## src/sv/krs_pkg.sv

```systemverilog
`timescale 1ns / 1ps
// Shared types and constants of the key release scanner.
// No dependencies.
package krs_pkg;

  localparam int KeyCount    = 10;
  localparam int KeysPerWord = 5;
  localparam int ValueW      = 7;
  localparam int KeyWordW    = KeysPerWord * ValueW;
  localparam int FifoSlots   = 10;
  localparam int SlotW       = $clog2(FifoSlots);
  localparam int KeyCountW   = 4;
  localparam int TickW       = 8;
  localparam int CfgIndexW   = 3;

  localparam logic [TickW-1:0] TickDivideReset = TickW'(20);

  typedef enum logic {
    OP_TICK = 1'b0,
    OP_POP  = 1'b1
  } op_t;

  typedef enum logic [CfgIndexW-1:0] {
    CFG_KEY_COUNT   = 3'd0,
    CFG_PRESS_MASK  = 3'd1,
    CFG_VALUES_LOW  = 3'd2,
    CFG_VALUES_HIGH = 3'd3,
    CFG_TICK_DIVIDE = 3'd4
  } cfg_idx_t;

  typedef struct packed {
    logic push;
    logic pop;
  } krs_fifo_ctl_t;

  typedef struct packed {
    logic empty;
    logic full;
  } krs_fifo_stat_t;

endpackage

```

## src/sv/krs_event_fifo.sv

```systemverilog
`timescale 1ns / 1ps
// Ring FIFO of released key values; one slot stays free to tell full from empty.
// Depends on krs_pkg.
module krs_event_fifo
  import krs_pkg::*;
(
  input  logic                 clk,
  input  logic                 rst_n,
  input  krs_fifo_ctl_t        ctl,
  input  logic [ValueW-1:0]    push_value,
  output krs_fifo_stat_t       status,
  output logic [ValueW-1:0]    head_value
);

  logic [ValueW-1:0] store_r [FifoSlots];
  logic [SlotW-1:0]  rd_slot_r, rd_slot_nxt;
  logic [SlotW-1:0]  wr_slot_r, wr_slot_nxt;
  logic [SlotW-1:0]  wr_next, rd_next;
  logic              do_push, do_pop;

  function automatic logic [SlotW-1:0] next_slot(input logic [SlotW-1:0] s);
    logic [SlotW-1:0] r;
    if (s == SlotW'(FifoSlots - 1)) begin
      r = '0;
    end else begin
      r = s + SlotW'(1);
    end
    return r;
  endfunction

  assign wr_next      = next_slot(wr_slot_r);
  assign rd_next      = next_slot(rd_slot_r);
  assign status.empty = (rd_slot_r == wr_slot_r);
  assign status.full  = (wr_next == rd_slot_r);
  assign head_value   = store_r[rd_slot_r];
  assign do_push      = ctl.push && !status.full;
  assign do_pop       = ctl.pop && !status.empty;

  always_comb begin
    wr_slot_nxt = do_push ? wr_next : wr_slot_r;
    rd_slot_nxt = do_pop ? rd_next : rd_slot_r;
  end

  always_ff @(posedge clk) begin
    if (!rst_n) begin
      rd_slot_r <= '0;
      wr_slot_r <= '0;
    end else begin
      rd_slot_r <= rd_slot_nxt;
      wr_slot_r <= wr_slot_nxt;
    end
  end

  always_ff @(posedge clk) begin
    if (do_push) begin
      store_r[wr_slot_r] <= push_value;
    end
  end

`ifndef NO_ASSERTIONS
  a_not_empty_and_full: assert property (@(posedge clk) disable iff (!rst_n)
    !(status.empty && status.full))
    else $error("fifo reports empty and full together");

  a_full_drops_push: assert property (@(posedge clk) disable iff (!rst_n)
    status.full && !ctl.pop |=> $stable(wr_slot_r))
    else $error("write slot moved while full");

  a_slots_in_range: assert property (@(posedge clk) disable iff (!rst_n)
    (rd_slot_r < SlotW'(FifoSlots)) && (wr_slot_r < SlotW'(FifoSlots)))
    else $error("slot index out of range");
`endif

endmodule

```

## src/sv/key_release_scanner_fifo_core.sv

```systemverilog
`timescale 1ns / 1ps
// Key release scanner: tick divider, priority key scan and event FIFO pops.
// Depends on krs_pkg and krs_event_fifo.
// A pop item is held in the input stage, then its result is written to the result register.
// Throughput: one item per cycle; a pop waits only while the result register holds an
// item that is not taken in the same cycle.
// Reset (synchronous, rst_n low): registers to defaults, tick count zero, no key held,
// FIFO empty; the FIFO store itself is not cleared. Config writes take effect at once.
module key_release_scanner_fifo_core
  import krs_pkg::*;
(
  input  logic                  clk,
  input  logic                  rst_n,
  input  logic                  in_valid,
  output logic                  in_ready,
  input  logic                  in_opcode,
  input  logic [KeyCount-1:0]   in_key_levels,
  output logic                  out_valid,
  input  logic                  out_ready,
  output logic [ValueW-1:0]     out_key_value,
  output logic                  out_fifo_was_empty,
  input  logic                  cfg_valid,
  output logic                  cfg_ready,
  input  logic [CfgIndexW-1:0]  cfg_index,
  input  logic [KeyWordW-1:0]   cfg_data
);

  logic [KeyCountW-1:0] key_count_r;
  logic [KeyCount-1:0]  press_mask_r;
  logic [KeyWordW-1:0]  values_low_r;
  logic [KeyWordW-1:0]  values_high_r;
  logic [TickW-1:0]     tick_div_r;

  logic                 s1_valid_r, s1_valid_nxt;
  op_t                  s1_op_r;
  logic [KeyCount-1:0]  s1_levels_r;
  logic                 s1_adv;

  logic [TickW-1:0]     tick_cnt_r, tick_cnt_nxt;
  logic [TickW-1:0]     tick_inc;
  logic                 cur_valid_r, cur_valid_nxt;
  logic [ValueW-1:0]    cur_key_r, cur_key_nxt;

  logic                 out_valid_r, out_valid_nxt;
  logic [ValueW-1:0]    out_value_r;
  logic                 out_empty_r;

  logic [ValueW-1:0]    key_val [KeyCount];
  logic                 hit;
  logic [ValueW-1:0]    hit_val;
  logic                 do_tick, do_pop, sample;

  krs_fifo_ctl_t        fifo_ctl;
  krs_fifo_stat_t       fifo_stat;
  logic [ValueW-1:0]    fifo_head;

  assign cfg_ready = 1'b1;

  always_ff @(posedge clk) begin
    if (!rst_n) begin
      key_count_r   <= '0;
      press_mask_r  <= '0;
      values_low_r  <= '0;
      values_high_r <= '0;
      tick_div_r    <= TickDivideReset;
    end else if (cfg_valid) begin
      unique case (cfg_index)
        CFG_KEY_COUNT:   key_count_r   <= cfg_data[KeyCountW-1:0];
        CFG_PRESS_MASK:  press_mask_r  <= cfg_data[KeyCount-1:0];
        CFG_VALUES_LOW:  values_low_r  <= cfg_data;
        CFG_VALUES_HIGH: values_high_r <= cfg_data;
        CFG_TICK_DIVIDE: tick_div_r    <= cfg_data[TickW-1:0];
        default: ;
      endcase
    end
  end

  // hold a pop while the result register is still occupied and not being taken
  assign s1_adv   = s1_valid_r && !(s1_op_r == OP_POP && out_valid_r && !out_ready);
  assign in_ready = !s1_valid_r || s1_adv;
  assign do_tick  = s1_adv && (s1_op_r == OP_TICK);
  assign do_pop   = s1_adv && (s1_op_r == OP_POP);

  always_comb begin
    s1_valid_nxt = s1_valid_r;
    if (in_valid && in_ready) begin
      s1_valid_nxt = 1'b1;
    end else if (s1_adv) begin
      s1_valid_nxt = 1'b0;
    end
  end

  always_ff @(posedge clk) begin
    if (!rst_n) begin
      s1_valid_r <= 1'b0;
    end else begin
      s1_valid_r <= s1_valid_nxt;
    end
  end

  always_ff @(posedge clk) begin
    if (in_valid && in_ready) begin
      s1_op_r     <= op_t'(in_opcode);
      s1_levels_r <= in_key_levels;
    end
  end

  for (genvar g = 0; g < KeyCount; g++) begin : g_val
    if (g < KeysPerWord) begin : g_lo
      assign key_val[g] = values_low_r[ValueW*g +: ValueW];
    end else begin : g_hi
      assign key_val[g] = values_high_r[ValueW*(g-KeysPerWord) +: ValueW];
    end
  end

  // lowest matching key wins
  always_comb begin
    hit     = 1'b0;
    hit_val = '0;
    for (int i = KeyCount - 1; i >= 0; i--) begin
      if ((int'(key_count_r) > i) && (s1_levels_r[i] == press_mask_r[i])) begin
        hit     = 1'b1;
        hit_val = key_val[i];
      end
    end
  end

  assign tick_inc = tick_cnt_r + TickW'(1);
  assign sample   = do_tick && (tick_inc >= tick_div_r);

  always_comb begin
    tick_cnt_nxt  = tick_cnt_r;
    cur_valid_nxt = cur_valid_r;
    cur_key_nxt   = cur_key_r;
    if (do_tick) begin
      tick_cnt_nxt = sample ? '0 : tick_inc;
    end
    if (sample) begin
      cur_valid_nxt = hit;
      cur_key_nxt   = hit_val;
    end
  end

  always_ff @(posedge clk) begin
    if (!rst_n) begin
      tick_cnt_r  <= '0;
      cur_valid_r <= 1'b0;
      cur_key_r   <= '0;
    end else begin
      tick_cnt_r  <= tick_cnt_nxt;
      cur_valid_r <= cur_valid_nxt;
      cur_key_r   <= cur_key_nxt;
    end
  end

  assign fifo_ctl.push = sample && !hit && cur_valid_r;
  assign fifo_ctl.pop  = do_pop && !fifo_stat.empty;

  krs_event_fifo u_fifo (
    .clk        (clk),
    .rst_n      (rst_n),
    .ctl        (fifo_ctl),
    .push_value (cur_key_r),
    .status     (fifo_stat),
    .head_value (fifo_head)
  );

  always_comb begin
    out_valid_nxt = out_valid_r;
    if (do_pop) begin
      out_valid_nxt = 1'b1;
    end else if (out_ready) begin
      out_valid_nxt = 1'b0;
    end
  end

  always_ff @(posedge clk) begin
    if (!rst_n) begin
      out_valid_r <= 1'b0;
    end else begin
      out_valid_r <= out_valid_nxt;
    end
  end

  always_ff @(posedge clk) begin
    if (do_pop) begin
      out_value_r <= fifo_stat.empty ? '0 : fifo_head;
      out_empty_r <= fifo_stat.empty;
    end
  end

  assign out_valid          = out_valid_r;
  assign out_key_value      = out_value_r;
  assign out_fifo_was_empty = out_empty_r;

`ifndef NO_ASSERTIONS
  a_empty_gives_zero: assert property (@(posedge clk) disable iff (!rst_n)
    out_valid && out_fifo_was_empty |-> out_key_value == '0)
    else $error("empty pop returned a nonzero value");

  a_pop_stall_blocks_input: assert property (@(posedge clk) disable iff (!rst_n)
    s1_valid_r && s1_op_r == OP_POP && out_valid_r && !out_ready |-> !in_ready)
    else $error("input taken while a pop is stalled");

  a_push_only_on_release: assert property (@(posedge clk) disable iff (!rst_n)
    fifo_ctl.push |=> !cur_valid_r)
    else $error("push without a release");
`endif

endmodule

```

## config.mk

```make
export PLATFORM = sky130hd
export DESIGN_NAME = key_release_scanner_fifo_core
export DESIGN_NICKNAME = d
export VERILOG_FILES = /design/src/sv/krs_pkg.sv /design/src/sv/krs_event_fifo.sv /design/src/sv/key_release_scanner_fifo_core.sv
export SDC_FILE = /design/constraint.sdc
export NUM_CORES = 1
export LEC_CHECK = 0
export BUFFER_PORTS_ARGS = -buffer_cell sky130_fd_sc_hd__buf_2
export CELL_PAD_IN_SITES_DETAIL_PLACEMENT = 1
export CELL_PAD_IN_SITES_GLOBAL_PLACEMENT = 2
export CORE_AREA = 2 2 150 152
export CTS_CLUSTER_SIZE = 30
export DETAILED_ROUTE_END_ITERATION = 10
export DIE_AREA = 0 0 152 154
export PLACE_DENSITY = 0.83
export SLEW_MARGIN = 20
export SYNTH_ARGS = -nofsm -noshare
export SYNTH_HDL_FRONTEND = slang
export SYNTH_SLANG_ARGS = --single-unit
```

## constraint.sdc

```tcl
create_clock -name clk -period 10.6 [get_ports clk]
set_clock_uncertainty 0.05 [all_clocks]
set_input_delay 3.18 -clock clk [delete_from_list [all_inputs] [get_ports clk]]
set_output_delay 3.18 -clock clk [all_outputs]
set_load 0.05 [all_outputs]
```

# Word-level counts from Yosys, hierarchy flattened
# Memories as Yosys holds them, arrays and structs flattened. A register that Yosys moved wholly into a read port is not among the register bits.
# Index checks and enable logic that the tools add are counted.
op_classes:
  div_mod_pow: 0
  eq_ne: 18
  n_mux: 29
  bitwise_logic: 1
  order_cmp: 11
  add_sub_neg: 3
  multipliers: 0
  reduce_logical: 37
  n_shift: 0
op_table:
  columns: ["operator", "count"]
  rows:
  - ["$mux W7", 10]
  - ["$logic_and A1 B1 Y1", 22]
  - ["$gt A4 B3 Y1 const B", 4]
  - ["$mux W1", 16]
  - ["$eq A1 B1 Y1", 10]
  - ["$reduce_and A2 Y1", 5]
  - ["$add A4 B1 Y4 const B", 2]
  - ["$add A8 B1 Y8 const B", 1]
  - ["$eq A4 B4 Y1", 2]
  - ["$eq A4 B4 Y1 const B", 2]
  - ["$ge A8 B8 Y1", 1]
  - ["$gt A4 B1 Y1 const B", 2]
  - ["$gt A4 B2 Y1 const B", 2]
  - ["$gt A4 B4 Y1 const B", 2]
  - ["$mux W4", 2]
  - ["$mux W8", 1]
  - ["$eq A3 B2 Y1 const B", 2]
  - ["$logic_not A1 Y1", 6]
  - ["$reduce_bool A2 Y1", 2]
  - ["$eq A3 B1 Y1 const B", 1]
  - ["$eq A3 B3 Y1 const B", 1]
  - ["$logic_not A3 Y1", 1]
  - ["$logic_or A1 B1 Y1", 1]
  - ["$not A1 Y1", 1]
word_totals:
  reg_bits: 130
  romBits: 0
  output_inout_bits: 11
  input_bits: 54
  latch_bits: 0
  ramBits: 70
  mem_count: 1
mem_list:
  columns: ["memory", "depth", "width", "read_ports", "rd_ports_with_merged_regs", "wr", "line_no", "rtl"]
  rows:
  - ["u_fifo.store_r", 10, 7, 1, 1, 1, "krs_event_fifo.sv:15", "logic [ValueW-1:0] store_r [FifoSlots];"]

# Longest topological paths before layout
depth:
  word_depth: 18
  mapped_depth: 12
  ltp_nobuf: 11

# By module
# A second synthesis with hierarchy kept.
hier_totals:
  cells_unflattened: 898
  area_unflattened_um2: 9158.8
modules_own_cells:
  columns: ["module", "seq_area_each_um2", "instances", "cells_per_inst", "area_each_um2"]
  rows:
  - ["key_release_scanner_fifo_core", 2772.7, 1, 693, 5705.5]
  - ["krs_event_fifo", 2342.2, 1, 205, 3453.3]

# Worst setup path after synthesis
# Ideal clock, no wire load.
synth_timing:
  kind: "input -> output"
  startpoint: "input out_ready"
  endpoint: "output in_ready"
  arrival_ns: 3.728
  path_slack_ns: 3.642
  stages: 2
  required_ns: 7.370
  path_cell_list: "nor2b_1 nand3_1"
synth_between:
  elab_chain_cells: 5
synth_lines:
  columns: ["item", "line_no", "rtl"]
  rows:
  - ["start, declared", "key_release_scanner_fifo_core.sv:19", "input logic out_ready,"]
  - ["$logic_not A1 Y1", "key_release_scanner_fifo_core.sv:79", "assign s1_adv = s1_valid_r && !(s1_op_r == OP_POP && out_valid_r && !out_ready);"]
  - ["$logic_and A1 B1 Y1", "key_release_scanner_fifo_core.sv:79", null]
  - ["$logic_not A1 Y1", "key_release_scanner_fifo_core.sv:79", null]
  - ["$logic_and A1 B1 Y1", "key_release_scanner_fifo_core.sv:79", null]
  - ["$logic_or A1 B1 Y1", "key_release_scanner_fifo_core.sv:80", "assign in_ready = !s1_valid_r || s1_adv;"]
  - ["end, declared", "key_release_scanner_fifo_core.sv:15", "output logic in_ready,"]
# No other way between the ends.

# Worst setup path in the final report
# Same ends and word-level chain as after synthesis.

==> results.toml <==
[place]
placed_cells = 1196
port_buffers = 63
place_hpwl_mm = 16.6
gp_congestion = 0.815

[setup_path]
cp-end-kind = "primary output"
cp_cell_sequence = "buf_2 > nor2b_1 > nand3_1 > buf_2"
crit_path_max_fanout = 2
start_kind = "primary input"
cp.required_ns = 7.37
cp-startpoint = "out_ready"
cpMaxStageDelayCell = "buf_2"
critical_path_class = "primary input to primary output"
path_buf_inv = 2
cpMostUsedCell = "buf_2"
cpPeakStageDelay_ns = 0.22
rr_startpoint = "tick_cnt_r[0]"
regToRegSetupSlack_ns = 6.96
critPathArrivalTime_ns = 3.76
critical-path-top-delay-family = "buffers and inverters"

[routing]
vias = 6667
viasPerCell = 5.39
drc_errors = 0
routedWlPerCell_um = 19.2
routed_wl_mm = 23.8
drtPass1Iterations = 4
dr.first_iter.drc_count = 319
antenna_left = 0

[power_and_ir_drop]
clockPowerShare = 0.490
vdd_drop_max_mv = 0.119
p_per_area_mw_per_mm2 = 175
intPower_mw = 1.42
p_sw_frac = 0.214
p_sw_mw = 0.386
leakagePower_nw = 3.68
combPwrFrac = 0.041
p_seq_frac = 0.469

[layout]
nNetsFinal = 1004
area_delta_synth_final_pct = 15.2
antenna_cells = 0
instances_no_fill = 1238
seqCellArea_mm2 = 0.00504
drive_gt1_frac = 0.147
multi_input_area_mm2 = 0.00367
nFillCells = 2454

[logic_synthesis]
yosysWarningCount = 0
synth_seq_cells = 207
yosysUniqueCellTypes = 60
synth_nets = 966
synthAdderAreaFrac = 0.0126
synth-main-ff-cell = "dfxtp_1"
synth_xor_area_frac = 0.0268
synth.area.mux_share = 0.0530
synth_top_family_by_area = "simple AND/OR/NAND/NOR gates"
synth_compound_area_frac = 0.141
ys_seq_area_frac = 0.561
synth_area_per_cell_um2 = 9.93
netlist_area_mm2 = 0.00897
async_flop_share = 0
synth-edff-count = 89
syn_inst = 903
synth_simple_gate_area_frac = 0.173

[clocking]
cts_root_buf = "clkbuf_16"
cts_resized = 0
clock-sinks = 207
ctsLongestPathBuffers = 3
cts_tree = "built"
path_clk_slew_ns = 0.06
cts_buffers = 23
post_cts_buffers = 0
ctsHoldBuffers = 0
cts_max_level = 1
clock_latency_ns = 0.53

[floorplan]
initial_utilization = 0.414
die_x_um = 152
core-area_mm2 = 0.0217
die_y_um = 154
row_count = 54
ios = 65
die_area_mm2 = 0.0234

[sta]
post-route-period-util = 0.660
tightest_slew_ns = 1.01
period_minus_slack_ns = 6.99
hold_viol = 0
fmax_ghz = 0.143
setup_viol = 0
maxSlewHeadroom = 0.327
slew_viol_final = 0
tns_ns = 0
grt_setup_unrepaired = "no"

[global_route]
grt_max_degree = 68
track_usage = 0.204
grt_pass1_vias = 6912
grt_pass1_wl_mm = 38.4
antenna_found_initial = 0
overflow = 0

[worst_hold_path]
min-delay-start = "values_high_r[34]"
holdCritPathClass = "flop to flop"

[status]
outcome = "finished clean"

[flow_run]
drv_cap = 0
placed cells by master, fill, tap and decap left out, types with 6 or more instances in the layout:
cell and instances:
nor2b_1 12, a211oi_1 22, and3_1 6, mux4_2 14, nor2_1 44, edfxtp_1 89
xor2_1 16, a21oi_1 104, nor3_1 7, o21ai_0 23, nand4_1 6, buf_4 7
a31oi_1 12, xnor2_1 6, mux2i_1 16, inv_1 15, nand3_1 19, o22ai_1 8
nand2_1 215, buf_2 63, ha_1 9, clkbuf_1 6, nand2b_1 6, clkbuf_16 23
bufinv_16 6, dfxtp_1 117, a22oi_1 6
synth_stat cells (all sizes together) (6+ instances only):
library cell,count,area (um2)
a21oi,104,521
a211oi,22,165
nand2,215,807
xor2,16,140
a31oi,12,75.1
mux4,14,315
edfxtp,89,2670
nand2b,6,37.5
mux2i,16,160
ha,9,113
xnor2,6,52.6
a22oi,6,45.0
nand3,22,120
buf,9,51.3
nor2,45,169
nand4,6,37.5
dfxtp,118,2360
o22ai,8,50.1
clkbuf,48,180
nor3,11,55.1
or3,6,42.5
nor2b,12,75.1
inv,16,60.1
and3,7,43.8
o21ai,24,120
worst min-delay path: stages (launching register included):
cell     delay [ns]
dfxtp_1        0.30
nand2_1        0.05
a21oi_1        0.05
path summary, 6_finish.rpt:
path | to | cells after the start
worst max-delay path | in_ready | 4
worst min-delay path | values_high_r[34] | 2
worst max register to register | u_fifo.store_r[8][6] | 11
worst min register to register | values_high_r[34] | 2
sequential cells by signal (all words and copies together), names as in the netlist:
register and cells:
u_fifo.store_r 70, values_high_r 35, values_low_r 35, press_mask_r 10, s1_levels_r 10, tick_cnt_r 8
tick_div_r 8, cur_key_r 7, out_key_value 7, key_count_r 4, u_fifo.rd_slot_r 4, u_fifo.wr_slot_r 4
cur_valid_r 1, out_fifo_was_empty 1, out_valid 1, s1_op_r 1, s1_valid_r 1
stage by stage:
stage	total power, mW	util	setup slack [ns]	instance area (um2)	hold slack (ns)
finish	1.80	0.476	3.61	10300	0.400
global route	1.87	0.476	3.55	10300	0.430
CTS	1.82	0.475	3.60	10300	0.406
detailed placement	0.937	0.437	3.60	9470	0.397
global placement	0.936	0.437	3.62	9470	0.389
floorplan	0.904	-	3.64	8970	0.382
cell type report:
cell class | instances | area share
multi-input combinational | 623 | 0.356
tap | 280 | 0.0339
clock buffer | 30 | 0.0592
inverter | 16 | 0.00593
clock inverter | 12 | 0.0223
timing repair buffer | 70 | 0.0356
sequential | 207 | 0.487
kinds of logic (layout without fill, tap and decap cells):
group,after synthesis,count (layout)
simple gates,351,351
compound gates,208,208
flops,207,207
buf+inv,73,128
mux,30,30
xor+xnor,24,24
fa+ha+maj,9,9
other cells,1,1
per-layer routing:
metal | vias up | GRT usage | wire, um
li1 | 3298 | - | -
met1 | 3258 | 0.265 | 10800
met2 | 86 | 0.368 | 11900
met3 | 25 | 0.0254 | 691
met4 | 0 | 0.0414 | 326
met5 | - | 0 | 0
power by group through the flow:
stage	clock network, mW	registers (mW)	logic (mW)
final	0.885	0.845	0.0740
after global routing	0.936	0.846	0.0831
after CTS	0.903	0.845	0.0752
after detailed placement	0	0.863	0.0748
after global placement	0	0.862	0.0739
after floorplan	0	0.862	0.0423
Power figures use the tool's default switching activity.
